`src/rtl/dfd_pkg.sv`:
```
// Shared types and constants of the digitizer frame decoder.
// No dependencies; used by every module in rtl/.
package dfd_pkg;

  localparam int unsigned QUEUE_DEPTH = 2;
  localparam int unsigned CFG_INDEX_W = 2;
  localparam int unsigned CFG_DATA_W  = 17;

  localparam logic [CFG_INDEX_W-1:0] CFG_CHAN_LOG2    = 2'd0;
  localparam logic [CFG_INDEX_W-1:0] CFG_ENABLED_LOG2 = 2'd1;
  localparam logic [CFG_INDEX_W-1:0] CFG_ACQ_LENGTH   = 2'd2;

  localparam logic [31:0] SYNC_WORD      = 32'hFFFF_FFFF;
  localparam logic [16:0] ACQ_LEN_RESET  = 17'd1024;
  localparam logic [21:0] LAST_HDR_WORD  = 22'd6;

  localparam logic REC_SAMPLE  = 1'b0;
  localparam logic REC_SUMMARY = 1'b1;

  // One queued command: a data word (two samples), a frame summary, or both.
  typedef struct packed {
    logic        has_data;
    logic        has_sum;
    logic [15:0] lo;
    logic [15:0] hi;
    logic [5:0]  ch_lo;
    logic [5:0]  ch_hi;
    logic [15:0] idx_lo;
    logic [15:0] idx_hi;
    logic [63:0] ts;
    logic [31:0] cnt;
    logic [63:0] hits;
    logic [31:0] user;
  } cmd_t;

  typedef struct packed {
    logic valid;
    cmd_t cmd;
  } cmd_beat_t;

  // Filler words after the 7 fixed header words, by channel count log2.
  function automatic logic [4:0] filler_words(input logic [2:0] chan_log2);
    logic [4:0] n;
    case (chan_log2)
      3'd0, 3'd1:       n = 5'd0;
      3'd2, 3'd3, 3'd4: n = 5'd1;
      3'd5:             n = 5'd9;
      3'd6:             n = 5'd25;
      default:          n = 5'd0;
    endcase
    return n;
  endfunction

endpackage

```
`src/rtl/dfd_front.sv`:
```
// Front end of the frame decoder: config registers, sync hunt, header capture,
// filler skip and data word classification. Depends on dfd_pkg.
module dfd_front import dfd_pkg::*; #(
  parameter int MAX_CHANNELS = 64,
  parameter int MAX_SAMPLES  = 65536
) (
  input  logic                   clk,
  input  logic                   rst_n,
  input  logic                   cfg_we,
  input  logic [CFG_INDEX_W-1:0] cfg_index,
  input  logic [CFG_DATA_W-1:0]  cfg_data,
  input  logic                   in_valid,
  output logic                   in_ready,
  input  logic [31:0]            in_fifo_word,
  output cmd_beat_t              push,
  input  logic                   push_ready
);

  localparam logic [2:0]  MAX_CHAN_LOG2 = 3'($clog2(MAX_CHANNELS + 1) - 1);
  localparam logic [16:0] MAX_LEN       = 17'(MAX_SAMPLES);

  typedef enum logic [1:0] {PH_HUNT, PH_HEADER, PH_FILLER, PH_DATA} phase_t;

  phase_t      phase_r, phase_nxt;
  logic [21:0] wp_r, wp_nxt;
  logic [4:0]  filler_r, filler_nxt;
  logic [4:0]  pair_r, pair_nxt;
  logic [16:0] sp_r, sp_nxt;
  logic [63:0] ts_r, ts_nxt;
  logic [31:0] cnt_r, cnt_nxt;
  logic [63:0] hits_r, hits_nxt;
  logic [31:0] user_r, user_nxt;

  logic [2:0]  chan_log2_r;
  logic [2:0]  en_log2_r;
  logic [16:0] acq_len_r;

  logic [2:0]  eff_chan;
  logic [2:0]  eff_en;
  logic [16:0] len;
  logic [21:0] data_words;
  logic [5:0]  group_words;
  logic [5:0]  pair_inc;
  logic [21:0] wp_inc;
  logic [4:0]  filler_dec;
  logic        in_fire;
  logic        go_data;
  logic        finish;

  assign in_ready = push_ready;
  assign in_fire  = in_valid && in_ready;

  assign eff_chan    = (chan_log2_r > MAX_CHAN_LOG2) ? MAX_CHAN_LOG2 : chan_log2_r;
  assign eff_en      = (en_log2_r > eff_chan) ? eff_chan : en_log2_r;
  assign len         = (acq_len_r > MAX_LEN) ? MAX_LEN : acq_len_r;
  assign data_words  = (eff_en == 3'd0) ? {6'd0, len[16:1]}
                                        : ({5'd0, len} << (eff_en - 3'd1));
  assign group_words = 6'd1 << (eff_en - 3'd1);
  assign pair_inc    = {1'b0, pair_r} + 6'd1;
  assign wp_inc      = wp_r + 22'd1;
  assign filler_dec  = (filler_r != 5'd0) ? filler_r - 5'd1 : filler_r;

  always_comb begin
    phase_nxt  = phase_r;
    wp_nxt     = wp_r;
    filler_nxt = filler_r;
    pair_nxt   = pair_r;
    sp_nxt     = sp_r;
    ts_nxt     = ts_r;
    cnt_nxt    = cnt_r;
    hits_nxt   = hits_r;
    user_nxt   = user_r;
    go_data    = 1'b0;
    finish     = 1'b0;
    push       = '0;
    if (in_fire) begin
      case (phase_r)
        PH_HUNT: begin
          if (in_fifo_word == SYNC_WORD) begin
            phase_nxt = PH_HEADER;
            wp_nxt    = 22'd1;
          end
        end
        PH_HEADER: begin
          case (wp_r)
            22'd1:   ts_nxt   = {32'd0, in_fifo_word};
            22'd2:   ts_nxt   = {in_fifo_word, ts_r[31:0]};
            22'd3:   cnt_nxt  = in_fifo_word;
            22'd4:   hits_nxt = {32'd0, in_fifo_word};
            22'd5:   hits_nxt = {in_fifo_word, hits_r[31:0]};
            default: user_nxt = in_fifo_word;
          endcase
          if (wp_r >= LAST_HDR_WORD) begin
            filler_nxt = filler_words(eff_chan);
            if (filler_nxt != 5'd0) begin
              phase_nxt = PH_FILLER;
            end else begin
              go_data = 1'b1;
            end
          end else begin
            wp_nxt = wp_inc;
          end
        end
        PH_FILLER: begin
          filler_nxt = filler_dec;
          go_data    = (filler_dec == 5'd0);
        end
        default: begin
          push.cmd.has_data = 1'b1;
          push.cmd.lo       = in_fifo_word[15:0];
          push.cmd.hi       = in_fifo_word[31:16];
          if (eff_en == 3'd0) begin
            push.cmd.idx_lo = sp_r[15:0];
            push.cmd.idx_hi = sp_r[15:0] + 16'd1;
            sp_nxt          = sp_r + 17'd2;
          end else begin
            push.cmd.ch_lo  = {pair_r, 1'b0};
            push.cmd.ch_hi  = {pair_r, 1'b1};
            push.cmd.idx_lo = sp_r[15:0];
            push.cmd.idx_hi = sp_r[15:0];
            if (pair_inc >= group_words) begin
              pair_nxt = 5'd0;
              sp_nxt   = sp_r + 17'd1;
            end else begin
              pair_nxt = pair_inc[4:0];
            end
          end
          wp_nxt = wp_inc;
          finish = (wp_inc >= data_words);
        end
      endcase
    end
    if (go_data) begin
      phase_nxt = PH_DATA;
      wp_nxt    = 22'd0;
      pair_nxt  = 5'd0;
      sp_nxt    = 17'd0;
      finish    = (data_words == 22'd0);
    end
    if (finish) begin
      push.cmd.has_sum = 1'b1;
      phase_nxt        = PH_HUNT;
      wp_nxt           = 22'd0;
      pair_nxt         = 5'd0;
      sp_nxt           = 17'd0;
      filler_nxt       = 5'd0;
    end
    push.cmd.ts   = ts_nxt;
    push.cmd.cnt  = cnt_nxt;
    push.cmd.hits = hits_nxt;
    push.cmd.user = user_nxt;
    push.valid    = push.cmd.has_data || push.cmd.has_sum;
  end

  always_ff @(posedge clk) begin
    if (!rst_n) begin
      chan_log2_r <= 3'd0;
      en_log2_r   <= 3'd0;
      acq_len_r   <= ACQ_LEN_RESET;
      phase_r     <= PH_HUNT;
      wp_r        <= '0;
      filler_r    <= '0;
      pair_r      <= '0;
      sp_r        <= '0;
      ts_r        <= '0;
      cnt_r       <= '0;
      hits_r      <= '0;
      user_r      <= '0;
    end else begin
      if (cfg_we) begin
        case (cfg_index)
          CFG_CHAN_LOG2:    chan_log2_r <= cfg_data[2:0];
          CFG_ENABLED_LOG2: en_log2_r   <= cfg_data[2:0];
          CFG_ACQ_LENGTH:   acq_len_r   <= cfg_data[16:0];
          default: ;
        endcase
      end
      phase_r  <= phase_nxt;
      wp_r     <= wp_nxt;
      filler_r <= filler_nxt;
      pair_r   <= pair_nxt;
      sp_r     <= sp_nxt;
      ts_r     <= ts_nxt;
      cnt_r    <= cnt_nxt;
      hits_r   <= hits_nxt;
      user_r   <= user_nxt;
    end
  end

endmodule

```
`src/rtl/dfd_queue.sv`:
```
// Short command queue between decoder front and record back end.
// Depends on dfd_pkg (cmd_t, QUEUE_DEPTH).
module dfd_queue import dfd_pkg::*; (
  input  logic      clk,
  input  logic      rst_n,
  input  cmd_beat_t push,
  output logic      push_ready,
  output cmd_beat_t head,
  input  logic      pop
);

  localparam int unsigned PTR_W = (QUEUE_DEPTH > 1) ? $clog2(QUEUE_DEPTH) : 1;
  localparam int unsigned CNT_W = $clog2(QUEUE_DEPTH + 1);
  localparam logic [PTR_W-1:0] LAST_PTR = PTR_W'(QUEUE_DEPTH - 1);
  localparam logic [CNT_W-1:0] FULL_CNT = CNT_W'(QUEUE_DEPTH);

  cmd_t             mem_r [QUEUE_DEPTH];
  logic [PTR_W-1:0] wr_ptr_r;
  logic [PTR_W-1:0] rd_ptr_r;
  logic [CNT_W-1:0] count_r;
  logic             do_push;
  logic             do_pop;

  assign push_ready = (count_r != FULL_CNT);
  assign do_push    = push.valid && push_ready;
  assign do_pop     = pop && (count_r != '0);
  assign head.valid = (count_r != '0);
  assign head.cmd   = mem_r[rd_ptr_r];

  always_ff @(posedge clk) begin
    if (do_push) begin
      mem_r[wr_ptr_r] <= push.cmd;
    end
  end

  always_ff @(posedge clk) begin
    if (!rst_n) begin
      wr_ptr_r <= '0;
      rd_ptr_r <= '0;
      count_r  <= '0;
    end else begin
      if (do_push) begin
        wr_ptr_r <= (wr_ptr_r == LAST_PTR) ? '0 : wr_ptr_r + 1'b1;
      end
      if (do_pop) begin
        rd_ptr_r <= (rd_ptr_r == LAST_PTR) ? '0 : rd_ptr_r + 1'b1;
      end
      if (do_push && !do_pop) begin
        count_r <= count_r + 1'b1;
      end else if (do_pop && !do_push) begin
        count_r <= count_r - 1'b1;
      end
    end
  end

endmodule

```
`src/rtl/dfd_back.sv`:
```
// Back end: expands queued commands into sample and summary records,
// one record per beat, through a registered output stage. Depends on dfd_pkg.
module dfd_back import dfd_pkg::*; (
  input  logic        clk,
  input  logic        rst_n,
  input  cmd_beat_t   head,
  output logic        pop,
  output logic        out_valid,
  input  logic        out_ready,
  output logic        out_record_kind,
  output logic [5:0]  out_channel,
  output logic [15:0] out_sample_index,
  output logic [15:0] out_sample_value,
  output logic [63:0] out_frame_timestamp,
  output logic [31:0] out_event_counter,
  output logic [63:0] out_hit_count,
  output logic [31:0] out_user_word,
  output logic        out_end_of_run
);

  typedef enum logic [1:0] {ST_LO, ST_HI, ST_SUM} step_t;

  step_t       step_r;
  logic        out_valid_r;
  logic        kind_r;
  logic [5:0]  channel_r;
  logic [15:0] index_r;
  logic [15:0] value_r;
  logic [63:0] ts_r;
  logic [31:0] cnt_r;
  logic [63:0] hits_r;
  logic [31:0] user_r;
  logic        eor_r;

  logic is_sum;
  logic is_last;
  logic load;

  assign is_sum  = !head.cmd.has_data || (step_r == ST_SUM);
  assign is_last = is_sum || ((step_r == ST_HI) && !head.cmd.has_sum);
  assign load    = head.valid && (!out_valid_r || out_ready);
  assign pop     = load && is_last;

  always_ff @(posedge clk) begin
    if (!rst_n) begin
      step_r      <= ST_LO;
      out_valid_r <= 1'b0;
    end else if (load) begin
      out_valid_r <= 1'b1;
      eor_r       <= is_last;
      if (is_last) begin
        step_r <= ST_LO;
      end else begin
        step_r <= (step_r == ST_LO) ? ST_HI : ST_SUM;
      end
      if (is_sum) begin
        kind_r    <= REC_SUMMARY;
        channel_r <= '0;
        index_r   <= '0;
        value_r   <= '0;
        ts_r      <= head.cmd.ts;
        cnt_r     <= head.cmd.cnt;
        hits_r    <= head.cmd.hits;
        user_r    <= head.cmd.user;
      end else begin
        kind_r    <= REC_SAMPLE;
        channel_r <= (step_r == ST_LO) ? head.cmd.ch_lo : head.cmd.ch_hi;
        index_r   <= (step_r == ST_LO) ? head.cmd.idx_lo : head.cmd.idx_hi;
        value_r   <= (step_r == ST_LO) ? head.cmd.lo : head.cmd.hi;
        ts_r      <= '0;
        cnt_r     <= '0;
        hits_r    <= '0;
        user_r    <= '0;
      end
    end else if (out_ready) begin
      out_valid_r <= 1'b0;
    end
  end

  assign out_valid           = out_valid_r;
  assign out_record_kind     = kind_r;
  assign out_channel         = channel_r;
  assign out_sample_index    = index_r;
  assign out_sample_value    = value_r;
  assign out_frame_timestamp = ts_r;
  assign out_event_counter   = cnt_r;
  assign out_hit_count       = hits_r;
  assign out_user_word       = user_r;
  assign out_end_of_run      = eor_r;

endmodule

```
`src/rtl/digitizer_frame_decoder_top.sv`:
```
// Digitizer frame decoder: front end, command queue and record back end.
// Path: the first record of a word is written into the queue, then loaded into the
// output register.
// Throughput: one word per cycle outside data while the queue has room; the single record
// output register expands a data word into two sample records, plus one for a summary.
// Reset: synchronous active-low; clears decoder state, queue and output valid,
// config to channel_count_log2=0, enabled_channels_log2=0, acq_length=1024.
module digitizer_frame_decoder_top import dfd_pkg::*; #(
  parameter int MAX_CHANNELS = 64,
  parameter int MAX_SAMPLES  = 65536
) (
  input  logic                   clk,
  input  logic                   rst_n,
  input  logic                   cfg_we,
  input  logic [CFG_INDEX_W-1:0] cfg_index,
  input  logic [CFG_DATA_W-1:0]  cfg_data,
  input  logic                   in_valid,
  output logic                   in_ready,
  input  logic [31:0]            in_fifo_word,
  output logic                   out_valid,
  input  logic                   out_ready,
  output logic                   out_record_kind,
  output logic [5:0]             out_channel,
  output logic [15:0]            out_sample_index,
  output logic [15:0]            out_sample_value,
  output logic [63:0]            out_frame_timestamp,
  output logic [31:0]            out_event_counter,
  output logic [63:0]            out_hit_count,
  output logic [31:0]            out_user_word,
  output logic                   out_end_of_run
);

  cmd_beat_t push;
  cmd_beat_t head;
  logic      push_ready;
  logic      pop;

  dfd_front #(
    .MAX_CHANNELS (MAX_CHANNELS),
    .MAX_SAMPLES  (MAX_SAMPLES)
  ) u_front (
    .clk          (clk),
    .rst_n        (rst_n),
    .cfg_we       (cfg_we),
    .cfg_index    (cfg_index),
    .cfg_data     (cfg_data),
    .in_valid     (in_valid),
    .in_ready     (in_ready),
    .in_fifo_word (in_fifo_word),
    .push         (push),
    .push_ready   (push_ready)
  );

  dfd_queue u_queue (
    .clk        (clk),
    .rst_n      (rst_n),
    .push       (push),
    .push_ready (push_ready),
    .head       (head),
    .pop        (pop)
  );

  dfd_back u_back (
    .clk                 (clk),
    .rst_n               (rst_n),
    .head                (head),
    .pop                 (pop),
    .out_valid           (out_valid),
    .out_ready           (out_ready),
    .out_record_kind     (out_record_kind),
    .out_channel         (out_channel),
    .out_sample_index    (out_sample_index),
    .out_sample_value    (out_sample_value),
    .out_frame_timestamp (out_frame_timestamp),
    .out_event_counter   (out_event_counter),
    .out_hit_count       (out_hit_count),
    .out_user_word       (out_user_word),
    .out_end_of_run      (out_end_of_run)
  );

  a_reset_clears_out: assert property (@(posedge clk) !rst_n |=> !out_valid)
    else $error("output valid after reset");

  a_summary_no_sample: assert property (@(posedge clk) disable iff (!rst_n)
    out_valid && (out_record_kind == REC_SUMMARY) |->
      (out_channel == '0) && (out_sample_index == '0) && (out_sample_value == '0))
    else $error("summary record carries sample fields");

  a_sample_no_header: assert property (@(posedge clk) disable iff (!rst_n)
    out_valid && (out_record_kind == REC_SAMPLE) |->
      (out_frame_timestamp == '0) && (out_event_counter == '0) &&
      (out_hit_count == '0) && (out_user_word == '0))
    else $error("sample record carries header fields");

  a_summary_ends_word: assert property (@(posedge clk) disable iff (!rst_n)
    out_valid && (out_record_kind == REC_SUMMARY) |-> out_end_of_run)
    else $error("summary record not last of its word");

endmodule

```
`config.mk`:
```
export PLATFORM = sky130hd
export DESIGN_NAME = digitizer_frame_decoder_top
export DESIGN_NICKNAME = d
export VERILOG_FILES = /design/src/rtl/dfd_pkg.sv /design/src/rtl/dfd_front.sv /design/src/rtl/dfd_queue.sv /design/src/rtl/dfd_back.sv /design/src/rtl/digitizer_frame_decoder_top.sv
export SDC_FILE = /design/constraint.sdc
export NUM_CORES = 1
export LEC_CHECK = 0
export BUFFER_PORTS_ARGS = -buffer_cell sky130_fd_sc_hd__buf_4
export CORE_MARGIN = 4
export CORE_UTILIZATION = 40
export DETAILED_ROUTE_END_ITERATION = 10
export GPL_TIMING_DRIVEN = 0
export SLEW_MARGIN = 15
export SYNTH_ARGS = -nofsm -noshare
export SYNTH_HDL_FRONTEND = slang
export SYNTH_HIERARCHICAL = 1
export SYNTH_SLANG_ARGS = --single-unit
export TNS_END_PERCENT = 50
```
`constraint.sdc`:
```
create_clock -name clk -period 32 [get_ports clk]
set_input_delay 1.6 -clock clk [delete_from_list [all_inputs] [get_ports clk]]
set_output_delay 1.6 -clock clk [all_outputs]
set_load 0.05 [all_outputs]
```
# --- Word level (Yosys, flattened, before mapping) ---
# Memories as Yosys holds them, arrays and structs flattened. A register that Yosys moved wholly into a read port is not among the register bits.
# Index checks and enable logic that the tools add are counted.
word_totals:
  ram_bits: 540
  rom_bits: 0
  word_cells: 185
  regBits: 505
  n_memories: 1
  output_inout_bits: 234
  latchBits: 0
mem_list:
  columns: ["name", "depth", "width", "rd", "rd_ports_with_merged_regs", "write_ports", "line_no", "source"]
  rows:
  - ["u_queue.mem_r", 2, 270, 1, 1, 1, "dfd_queue.sv:17", "cmd_t mem_r [QUEUE_DEPTH];"]
op_classes:
  mux: 65
  n_div: 0
  multipliers: 0
  shift: 2
  n_addsub: 11
  n_reduce_logical: 46
  eq_ne: 24
  n_bitwise: 4
  n_lt_le_gt_ge: 6
op_table:
  columns: ["operator", "count"]
  rows:
  - ["64-bit 2-to-1 mux", 4]
  - ["64-bit one-hot mux with 2 select lines", 2]
  - ["32-bit 2-to-1 mux", 6]
  - ["76-bit 2-to-1 mux", 2]
  - ["22-bit 2-to-1 mux", 3]
  - ["22-bit one-hot mux with 3 select lines", 1]
  - ["17-bit 2-to-1 mux", 3]
  - ["16-bit 2-to-1 mux", 3]
  - ["22-bit by 2-bit equality test with 1-bit output (second input constant)", 2]
  - ["22-bit by 3-bit equality test with 1-bit output (second input constant)", 2]
  - ["32-bit equality test (second input constant)", 1]
  - ["5-bit 2-to-1 mux", 6]
  - ["22-bit by 1-bit adder with 22-bit output (second input constant)", 1]
  - ["22-bit by 1-bit equality test with 1-bit output (second input constant)", 1]
  - ["22-bit greater-or-equal comparator", 1]
  - ["22-bit by 3-bit greater-or-equal comparator with 1-bit output (second input constant)", 1]
  - ["22-bit logical NOT", 1]
  - ["17-bit by 3-bit << shifter with 22-bit output", 1]
  - ["1-bit 2-to-1 mux", 18]
  - ["2-bit 2-to-1 mux", 9]
  - ["17-bit by 1-bit adder with 17-bit output (second input constant)", 1]
  - ["17-bit by 2-bit adder with 17-bit output (second input constant)", 1]
  - ["17-bit > comparator (second input constant)", 1]
  - ["16-bit by 1-bit adder with 16-bit output (second input constant)", 1]
  - ["other kinds (41)", 86]

# --- Longest topological paths before layout ---
# Gate-level depths: netlist of the first run.
depth:
  ltp_word: 21
  depth_mapped: 30
  ltp_nobuf: 26

# --- By module ---
# The synthesis of the first run kept the hierarchy.
modules_own_cells:
  columns: ["mod", "cells_per_inst", "area_each_um2", "instances", "seq_area_each_um2"]
  rows:
  - ["dfd_queue", 864, 20543.5, 1, 16315.6]
  - ["dfd_front", 1590, 14069.7, 1, 5305.1]
  - ["dfd_back", 553, 9032.4, 1, 7026.7]

# --- Worst setup path before layout of the first run ---
# Ideal clock, no wire load.
synth_path:
  kind: "register -> register"
  start: "register u_front.chan_log2_r[2]"
  end: "memory u_queue/mem_r[1][0] in the netlist's numbering, enable pin"
  stages_incl_launch_ff: 19
  t_arrival_ps: 10189
  setup_slack_ps: 21144
  n_path_buf: 4
  t_required_ps: 31333
  setup_time_ps: 667
  path_cell_list: "dfxtp_1 -> inv_1 -> ha_1 -> buf_2 -> o21ai_2 -> a21oi_4 -> nor2_8 -> buf_2 -> ha_1 -> buf_2 -> inv_1 -> clkbuf_1 -> nor2_1 -> a22o_1 -> a221o_1 -> or4b_4 -> nor4_1 -> or2_1 -> and3_1"
synth_rtl:
  columns: ["item", "line_no", "source"]
  rows:
  - ["start: declaration", "dfd_front.sv:34", "logic [2:0] chan_log2_r;"]
  - ["start signal: assignment", "dfd_front.sv:172", "CFG_CHAN_LOG2: chan_log2_r <= cfg_data[2:0];"]
  - ["end: declaration", "dfd_queue.sv:17", null]

# --- Worst setup path after layout of the first run ---
layout_path:
  start: "register u_front.chan_log2_r[2]"
  end: "register u_front.wp_r[9]"
layout_via:
  elab_chain_len: 15
  elab_cells_between_ends: 29
  cone_classes: "1 x add/sub; 3 x order compare; 5 x eq/ne; 1 x shift; 14 x mux; 5 x reduce/logical"
layout_rtl:
  columns: ["item", "line_no", "source"]
  rows:
  - ["3-bit > comparator", "dfd_front.sv:53", "assign eff_chan = (chan_log2_r > MAX_CHAN_LOG2) ? MAX_CHAN_LOG2 : chan_log2_r;"]
  - ["3-bit 2-to-1 mux (*)", "dfd_front.sv:53", null]
  - ["parallel branches: the longest is 12 deep, another holds 22-bit greater-or-equal comparator", null, null]
  - ["3-bit OR reduction (no source line) (*)", null, null]
  - ["end signal: assignment", "dfd_front.sv:179", "wp_r <= wp_nxt;"]
  - ["end: declaration", "dfd_front.sv:25", "logic [21:0] wp_r, wp_nxt;"]
# Every way passes the cells marked *. The select of a mux whose other input is x is not followed.
# A chain may end at the register's enable or synchronous reset.

==> results.toml, run 1 <==
[clock_network]
cts_buffer_depth = 3
cts_sinks = 1045
clkTransAtPathRegs_ns = 0.06
numCtsBuffers = 108
cts.repair.resized = 0
cts_root_buf = "clkbuf_16"
insertion_delay_ns = 0.70
hold_buffers = 0
cts_tree = "built"
htreeDepth = 3
post_cts_buffers = 0

[detailed_routing]
dr.first_iter.drc_count = 2002
drc = 0
wl_mm = 112
vias = 25600
avgViaCountPerCell = 5.20
first_pass_iters = 5
postRouteAntennaNets = 0
routedWlPerCell_um = 22.9

[power]
internal-power_mw = 2.18
p_sw_share_pct = 21.7
p_clk_share_pct = 44.0
power.leakage_nw = 18.2
vdd_drop_max_v = 0.0000413
seqPwrFrac_pct = 52.0
power_frac_comb_pct = 4.0
switchingPower_uw = 606
power_density_mw_per_mm2 = 54.2
finalPower_mw = 2.79

[synthesis]
synth_seq_cells = 1045
netlist_area_mm2 = 0.0436
synth.top_cell.area_share_pct = 53.1
synth-edff-count = 772
ys_warn_count = 6
synthCells = 3007
ys.flop_type = "edfxtp_1"
synthTopCellsByArea = "edfxtp_1 (53%), dfxtp_1 (13%), mux2_4 (6.9%)"
synth_top_area_cell = "edfxtp_1"
syn_avg_cell_area_um2 = 14.5
synth_nets = 3113
async_reset_ff_share_pct = 0
seq_area_frac_synth_pct = 65.6
synth_cell_type_count = 86

[worst_setup_path]
path_delay_family = "compound AO/OA/AOI/OAI gates"
end_kind = "flop"
worst_r2r_path_depth = 26
start_kind = "flop"
arrival_ns = 8.35
critPathMaxFanout = 11
cp.required_ns = 32.52
crit_buf_inv = 9
criticalPathCategory = "reg -> reg"
cpMaxStageDelayCell = "a2111oi_0"
critical_path_depth = 26
slowest_delay_ns = 0.93
timing.critical_path.mode_cell = "buf_2"

[placement]
io_buffers = 289
gp_congestion = 0.876
place_hpwl_mm = 75.7
pre_cts_ws_ns = 24.27

[sta]
drv_slew = 0
finalWorstSetupSlack_ns = 24.17
worst_pin_slew_ns = 1.15
max_freq_mhz = 128
fin_crit_ns = 7.83
finClkSkew_ns = 0.0576
rsz0062_at_grt = "no"
fin_crit_sh_pct = 24.5
hold_viol = 0
tns_ns = 0
setup_viol = 0
slew_headroom_pct = 23.5

[global_routing]
grt_pass1_vias = 25200
grt_pass1_wl_mm = 165
grt_max_degree = 95
track_usage_pct = 19.1
antenna_found_initial = 7
gr-total-overflow = 0

[die]
num_rows = 120
core_area_mm2 = 0.108
fp.dieArea_mm2 = 0.114
initial_core_util_pct = 40.5
num_io_pins = 290
die_y_um = 338
die_w_um = 338

[final_layout]
synthToLayoutAreaGrowth_pct = 17.8
nets = 3524
drive_gt1_share_pct = 25.6

[hold_path]
hold_class = "reg -> reg"
hold_depth = 2

[run_status]
status = "finished clean"

[flow_run]
maxCapViolations = 0
-- power groups by stage --
stage | Sequential, mW | Combinational, mW | Clock (mW)
2_1_floorplan | 1.48 | 0.0635 | 0
3_3_place_gp | 1.48 | 0.111 | 0
3_5_place_dp | 1.48 | 0.112 | 0
4_1_cts | 1.45 | 0.112 | 1.25
5_1_grt | 1.45 | 0.121 | 1.31
6_report | 1.45 | 0.112 | 1.23
-- final timing paths --
kind                                    endpoint                           startpoint  slack, ns
hold / removal    u_front/pair_r[1]$_SDFFE_PP0P_       u_front/pair_r[1]$_SDFFE_PP0P_       0.51
setup / recovery    u_front/wp_r[9]$_SDFFE_PP0P_  u_front/chan_log2_r[2]$_SDFFE_PN0P_      24.17
hold reg to reg   u_front/pair_r[1]$_SDFFE_PP0P_       u_front/pair_r[1]$_SDFFE_PP0P_       0.51
setup reg to reg    u_front/wp_r[9]$_SDFFE_PP0P_  u_front/chan_log2_r[2]$_SDFFE_PN0P_      24.17
-- final cells by class --
class | instances | area (µm²)
Fill cell | 9407 | 56200
Sequential cell | 1045 | 28600
Multi-Input combinational cell | 1741 | 13800
Clock buffer | 145 | 2940
Timing Repair Buffer | 301 | 2490
Tap cell | 1403 | 1760
Buffer | 185 | 1070
Clock inverter | 60 | 553
Inverter | 36 | 143
Antenna cell | 1 | 2.50
-- registers in the layout (all words and copies together) (netlist names), 3 cells and up, named ones only --
register                    count
u_queue/mem_r                 540
u_back/out_frame_timestamp     64
u_back/out_hit_count           64
u_front/hits_r                 64
u_front/ts_r                   64
u_back/out_event_counter       32
u_back/out_user_word           32
u_front/cnt_r                  32
u_front/user_r                 32
u_front/wp_r                   22
u_front/acq_len_r              17
u_back/out_sample_index        16
u_back/out_sample_value        16
u_front/sp_r                   16
u_back/out_channel              6
u_front/filler_r                5
u_front/pair_r                  5
u_front/chan_log2_r             3
u_front/en_log2_r               3
-- cells in the mapped netlist, drive strengths merged (19+ instances only) --
master / instances
o21ai: 43
nor3: 19
a21oi: 55
and3: 22
mux2: 338
clkbuf: 98
inv: 36
a21boi: 22
nand3: 38
dfxtp: 273
edfxtp: 772
nand2: 112
xor2: 25
a22o: 131
nor2: 132
and2: 443
a22oi: 60
buf: 87
xnor2: 24
nand4: 21
ha: 50
-- stage by stage --
step	cells	cell area (µm²)	util, %	hold WS [ns]
after floorplan	3007	43600	-	0.458
after global placement	4699	47600	44.2	0.484
after detailed placement	4711	47900	44.5	0.500
after CTS	4916	51400	47.8	0.510
after global routing	4916	51400	47.8	0.528
final	4917	51400	47.8	0.507
-- worst min-delay path: stages (launching register included) --
cell	delay [ns]
dfxtp_1	0.34
nand2_1	0.07
a21oi_1	0.05
-- routing by layer --
| metal | track usage (%) | wire length, µm | share of wire [%] |
|---|---|---|---|
| met5 | 0 | 0 | 0 |
| met4 | 5.57 | 2820 | 2.5 |
| met3 | 3.34 | 6470 | 5.8 |
| met2 | 31.6 | 53800 | 48 |
| met1 | 25.9 | 49300 | 44 |
-- logic make-up after synthesis --
family,count (synthesis),synth area share (%)
flip-flops,1045,65.6
XOR/XNOR,49,0.983
AND/OR/NAND/NOR,873,11.2
multiplexers,352,10.8
adder cells (fa/ha/maj),50,1.43
AO/OA/AOI/OAI,416,7.24
other,1,0.00859
buffers and inverters,221,2.75
-- placed cells by master, fill, tap and decap left out, drive strengths merged, types with 24 or more instances in the layout --
cell type and n:
a22o 131, nor2 132, clkinv 44, buf 388, edfxtp 772, nand2 112, a22oi 60, dfxtp 273
nand3 38, o21ai 43, clkbuf 243, mux2 338, inv 42, a21oi 55, xnor2 24, and2 443
xor2 25, ha 50
Power figures use the tool's default switching activity.
==> inputs of run 2 (changes only) <==
Clock period 32 ns to 7.75 ns, I/O delays scaled along.
==> run 2 against run 1 <==
Against the previous run: clock skew is 0.011 ns higher; first-iteration DRC count is 7.9% lower; core utilization is 0.62 points higher; sequential power grew to 4.1 times the previous value; combinational power grew to 4.3 times the previous value; wire length is 0.24% higher; sequential cell count stayed put; largest power group unchanged; highest routed layer unchanged.
==> results.toml, run 2 (synthesis gave the netlist of run 1 again) <==
[worst_setup_path]
critPathMaxFanout = 10
timing.critical_path.mode_cell = "clkbuf_1"
path_delay_family = "buffers and inverters"
cp.required_ns = 8.26
crit_buf_inv = 6
worst_r2r_path_depth = 25
critical_path_depth = 25
cpMaxStageDelayCell = "a2111oi_0"
start_kind = "flop"
slowest_delay_ns = 0.69
reg2reg_setup_slack_ns = 0.86
criticalPathCategory = "reg -> reg"
end_kind = "flop"
arrival_ns = 7.40

[global_routing]
grt_pass1_vias = 25300
grt_pass1_wl_mm = 166
antenna_found_initial = 9
use_met3_pct = 3.21
grt-busiest-layer = "met2"
gr-total-overflow = 0
track_usage_pct = 19.1
use_met2_pct = 31.7
grtUsageMet1_pct = 25.8
grt_max_degree = 66

[final_layout]
largest_reg_flops = 540
top_register = "u_queue/mem_r"
fillCellCount = 9376
synthToLayoutAreaGrowth_pct = 19.3
seqCellArea_mm2 = 0.0287
layout_common_cells = "edfxtp_1 (772), and2_1 (443), buf_4 (309)"
nets = 3550
mostFrequentLayoutCell = "edfxtp_1"
drive_gt1_share_pct = 26.7
multi_input_area_mm2 = 0.0139

[detailed_routing]
postRouteAntennaNets = 0
first_pass_iters = 5
avgViaCountPerCell = 5.23
wl_mm = 113
drc = 0
vias = 25800
routedWlPerCell_um = 22.8
dr.first_iter.drc_count = 1843

[clock_network]
numCtsBuffers = 108
insertion_delay_ns = 0.71
hold_buffers = 18
htreeDepth = 3
post_cts_buffers = 0
cts_root_buf = "clkbuf_16"
cts_buffer_depth = 3
cts_tree = "built"
cts_sinks = 1045
clkTransAtPathRegs_ns = 0.07
cts.repair.resized = 0

[die]
num_io_pins = 290
num_rows = 120
die_w_um = 338
initial_core_util_pct = 40.5
core_area_mm2 = 0.108
die_y_um = 338
fp.dieArea_mm2 = 0.114

[sta]
finClkSkew_ns = 0.0683
hold_ws_ns = 0.140
max_freq_mhz = 145
fin_crit_ns = 6.89
fin_crit_sh_pct = 88.9
slew_headroom_pct = 20.6
finalWorstSetupSlack_ns = 0.862
rsz0062_at_grt = "no"
drv_slew = 0
setup_viol = 0
hold_viol = 0
worst_pin_slew_ns = 1.19
tns_ns = 0

[flow_run]
maxCapViolations = 0

[placement]
pre_cts_ws_ns = 0.863
io_buffers = 289
gp_congestion = 0.882
place_hpwl_mm = 76.7

[power]
power_density_mw_per_mm2 = 225
vdd_drop_max_v = 0.000186
power.leakage_nw = 18.5

[hold_path]
hold_class = "in -> reg"
hold_depth = 3

[run_status]
status = "finished clean"
-- run 2: cell types whose count changed in the layout (fill, tap and decap cells not counted), moves of 4 or more --
| cell | before | now |
|---|---|---|
| dlygate4sd3_1 | 0 | 18 |
| clkinv_2 | 20 | 26 |
| buf_6 | 36 | 41 |
| buf_12 | 1 | 10 |
| ha_1 | 50 | 46 |
| clkinv_1 | 20 | 4 |
| ha_4 | 0 | 4 |
| clkbuf_8 | 8 | 22 |
| clkbuf_1 | 126 | 119 |
| buf_2 | 21 | 16 |
-- run 2: cell type report --
type / instances / share of cell area, %
sequential: 1045 / 55.0
clock inverter: 48 / 1.03
timing repair buffer: 327 / 5.43
inverter: 36 / 0.272
buffer: 185 / 2.14
clock buffer: 157 / 6.07
multi-input combinational: 1741 / 26.7
tap: 1403 / 3.37
antenna: 1 / 0.00481
-- run 2: worst paths after layout --
check	startpoint	to
worst min register to register	u_front/pair_r[4]$_SDFFE_PP0P_	u_front/pair_r[4]$_SDFFE_PP0P_
worst min-delay path	in_valid	u_front/phase_r[1]$_SDFFE_PP0P_
worst max register to register	u_front/en_log2_r[0]$_SDFFE_PN0P_	u_front/wp_r[7]$_SDFFE_PP0P_
worst max-delay path	u_front/en_log2_r[0]$_SDFFE_PN0P_	u_front/wp_r[7]$_SDFFE_PP0P_
-- run 2: metrics by stage --
step                utilization (%)  cell area (µm²)  power [mW]  std cells
floorplan                         -            43800        6.37       3007
global route                   48.4            52100        12.1       4942
finish                         48.4            52100        11.7       4943
detailed placement             44.8            48200        6.58       4719
CTS                            48.4            52100        11.9       4942
global placement               44.3            47700        6.57       4699
-- run 2: where the power goes --
part | total (mW) | internal, mW | switching, mW | leakage, nW
sequential | 5.99 | 5.97 | 0.0161 | 8.91
clock | 5.26 | 3.08 | 2.18 | 1.83
combinational | 0.480 | 0.168 | 0.312 | 7.72
-- run 2: worst reg2reg max path: stages (launching register included) --
cell and delay (ns):
dfxtp_1 0.39, clkbuf_1 0.40, o21ai_0 0.19, nand2b_1 0.13
a21oi_2 0.07, a31o_2 0.24, a21oi_2 0.35, ha_1 0.27
ha_4 0.12, clkbuf_1 0.40, clkbuf_2 0.34, clkbuf_2 0.31
buf_1 0.50, nor2_1 0.12, a31oi_1 0.20, ha_1 0.18
a21o_1 0.11, a21o_1 0.11, a21oi_1 0.06, o21ai_0 0.23
a211oi_1 0.09, a2111oi_0 0.69, nor2b_1 0.21, nand2_1 0.36
clkbuf_1 0.55, nor2_1 0.12
-- run 2: layer usage --
| layer | part of all wire (%) | vias up |
|---|---|---|
| met5 | 0 | - |
| met4 | 2.9 | 0 |
| met2 | 48 | 761 |
| li1 | - | 12000 |
| met1 | 44 | 12900 |
| met3 | 5.8 | 165 |
==> inputs of run 3 (changes only) <==
Settings changed: CELL_PAD_IN_SITES_DETAIL_PLACEMENT set to 0, CELL_PAD_IN_SITES_GLOBAL_PLACEMENT set to 1, PLACE_DENSITY_LB_ADDON set to 0.1.
==> run 3 against run 2 <==
Against the previous run: first-iteration DRC count is 15% lower; maximum frequency is 6.1% lower; power is 0.13% lower; critical path depth is 4 lower; wire length is 3.6% higher; core utilization is 0.10 points lower; sequential share of layout area is 0.12 points higher; die area stayed put; highest routed layer unchanged; critical endpoint is now u_queue/mem_r[1][115]$_DFFE_PP_; global-route usage is 0.90 points higher; sequential cell count stayed put; sequential power hardly changed; hold slack worse by 0.014 ns.
==> results.toml, run 3 (synthesis gave the netlist of run 1 again) <==
[sta]
tns_ns = 0
worst_pin_slew_ns = 1.03
hold_viol = 0
fin_crit_sh_pct = 94.7
drv_slew = 0
max_freq_mhz = 136
fin_crit_ns = 7.34
hold_ws_ns = 0.125
slew_headroom_pct = 31.3
rsz0062_at_grt = "yes"
setup_viol = 0
finClkSkew_ns = 0.0378

[global_routing]
grt-busiest-layer = "met2"
grt_pass1_wl_mm = 173
antenna_found_initial = 9
use_met3_pct = 3.39
grt_max_degree = 69
track_usage_pct = 20.0
grtUsageMet1_pct = 26.2
use_met2_pct = 34.0
grt_pass1_vias = 26600
gr-total-overflow = 0

[detailed_routing]
vias = 25900
dr.first_iter.drc_count = 1575
first_pass_iters = 5
postRouteAntennaNets = 0
drc = 0
routedWlPerCell_um = 23.6
wl_mm = 117
avgViaCountPerCell = 5.23

[hold_path]
hold_depth = 4
hold_class = "in -> reg"

[flow_run]
maxCapViolations = 0

[die]
die_w_um = 338
fp.dieArea_mm2 = 0.114
num_rows = 120
num_io_pins = 290
core_area_mm2 = 0.108
initial_core_util_pct = 40.5
die_y_um = 338

[clock_network]
post_cts_buffers = 0
clkTransAtPathRegs_ns = 0.06
cts_tree = "built"
cts_sinks = 1045
htreeDepth = 3
numCtsBuffers = 109
cts_buffer_depth = 3
cts_root_buf = "clkbuf_16"
insertion_delay_ns = 0.70

[worst_setup_path]
reg2reg_setup_slack_ns = 0.41
end_kind = "flop"
cp.required_ns = 8.12
start_kind = "flop"
critPathMaxFanout = 52
worst_r2r_path_depth = 21
arrival_ns = 7.71
criticalPathCategory = "reg -> reg"

[power]
finalPower_mw = 11.7
power.leakage_nw = 18.4
power_density_mw_per_mm2 = 225
vdd_drop_max_v = 0.000198

[final_layout]
drive_gt1_share_pct = 26.5
largest_reg_flops = 540
top_register = "u_queue/mem_r"
final_core_util_pct = 48.3
synthToLayoutAreaGrowth_pct = 19.1
final_area_mm2 = 0.0520
nets = 3549
mostFrequentLayoutCell = "edfxtp_1"
layout_common_cells = "edfxtp_1 (772), and2_1 (443), buf_4 (309)"
fillCellCount = 9300

[run_status]
status = "finished clean"

[placement]
place_area_mm2 = 0.0481
place_hpwl_mm = 80.4
io_buffers = 289
gp_congestion = 0.850
## run 3: changes by cell type in the layout (fill, tap and decap cells not counted), sizes merged
cell      change
diode         +5
clkinvlp      -1
bufinv        +3
buf           -3
clkinv       +14
clkbuf       -14
## run 3: repair_timing
item | 4_1_cts | 5_1_grt
resized for setup | 0 | 4
setup endpoints to repair | 0 | 70
hold buffers | 18 | 0
endpoints found under the hold margin | 30 | 0
## run 3: report_power, final
group / internal [mW] / total, mW / leakage [nW] / switching [mW]
registers: 5.97 / 5.99 / 8.91 / 0.0172
clock network: 3.07 / 5.23 / 1.80 / 2.16
logic: 0.169 / 0.493 / 7.69 / 0.324
## run 3: path summary, 6_finish.rpt
| kind | startpoint | end |
|---|---|---|
| setup / recovery | u_front/en_log2_r[0]$_SDFFE_PN0P_ | u_queue/mem_r[1][115]$_DFFE_PP_ |
| hold / removal | cfg_index[0] | u_front/chan_log2_r[2]$_SDFFE_PN0P_ |
| setup reg to reg | u_front/en_log2_r[0]$_SDFFE_PN0P_ | u_queue/mem_r[1][115]$_DFFE_PP_ |
| hold reg to reg | u_front/pair_r[4]$_SDFFE_PP0P_ | u_front/pair_r[4]$_SDFFE_PP0P_ |
## run 3: critical path, cell delays in order, from the launching register on
cell	delay, ns
dfxtp_1	0.39
clkbuf_1	0.41
o21ai_0	0.18
nand2b_1	0.13
a21oi_2	0.08
a31o_2	0.23
a21oi_2	0.34
ha_4	0.27
buf_6	0.15
inv_1	0.20
clkbuf_1	0.46
o31ai_1	0.28
o21a_1	0.19
a221o_1	0.36
or4b_4	0.55
nor4_1	0.53
or2_1	0.24
and3_4	0.71
buf_16	0.33
buf_16	0.31
buf_16	0.32
buf_12	0.25
## run 3: routing by layer
| metal | wire (µm) | vias up |
|---|---|---|
| met5 | 0 | - |
| met1 | 50500 | 13000 |
| met2 | 57200 | 725 |
| met4 | 2840 | 0 |
| met3 | 6270 | 158 |
| li1 | - | 12000 |
## run 3: stage by stage
stage / worst slack (ns) / cells
floorplan: 0.0178 / 3007
global placement: -4.13 / 4699
detailed placement: 0.335 / 4717
CTS: 0.254 / 4941
global route: -0.114 / 4942
finish: 0.411 / 4947
## run 3: layout make-up
type / instances / area (µm²) / share of cell area, %
diodes: 6 / 15.0 / 0.0289
plain buffers: 185 / 1120 / 2.15
clock buffers: 142 / 3010 / 5.80
clock inverters: 64 / 624 / 1.20
inverters: 36 / 141 / 0.272
multi-input cells: 1741 / 13900 / 26.7
flip-flops and latches: 1045 / 28700 / 55.1
well taps: 1403 / 1760 / 3.38
repair buffers: 325 / 2760 / 5.30
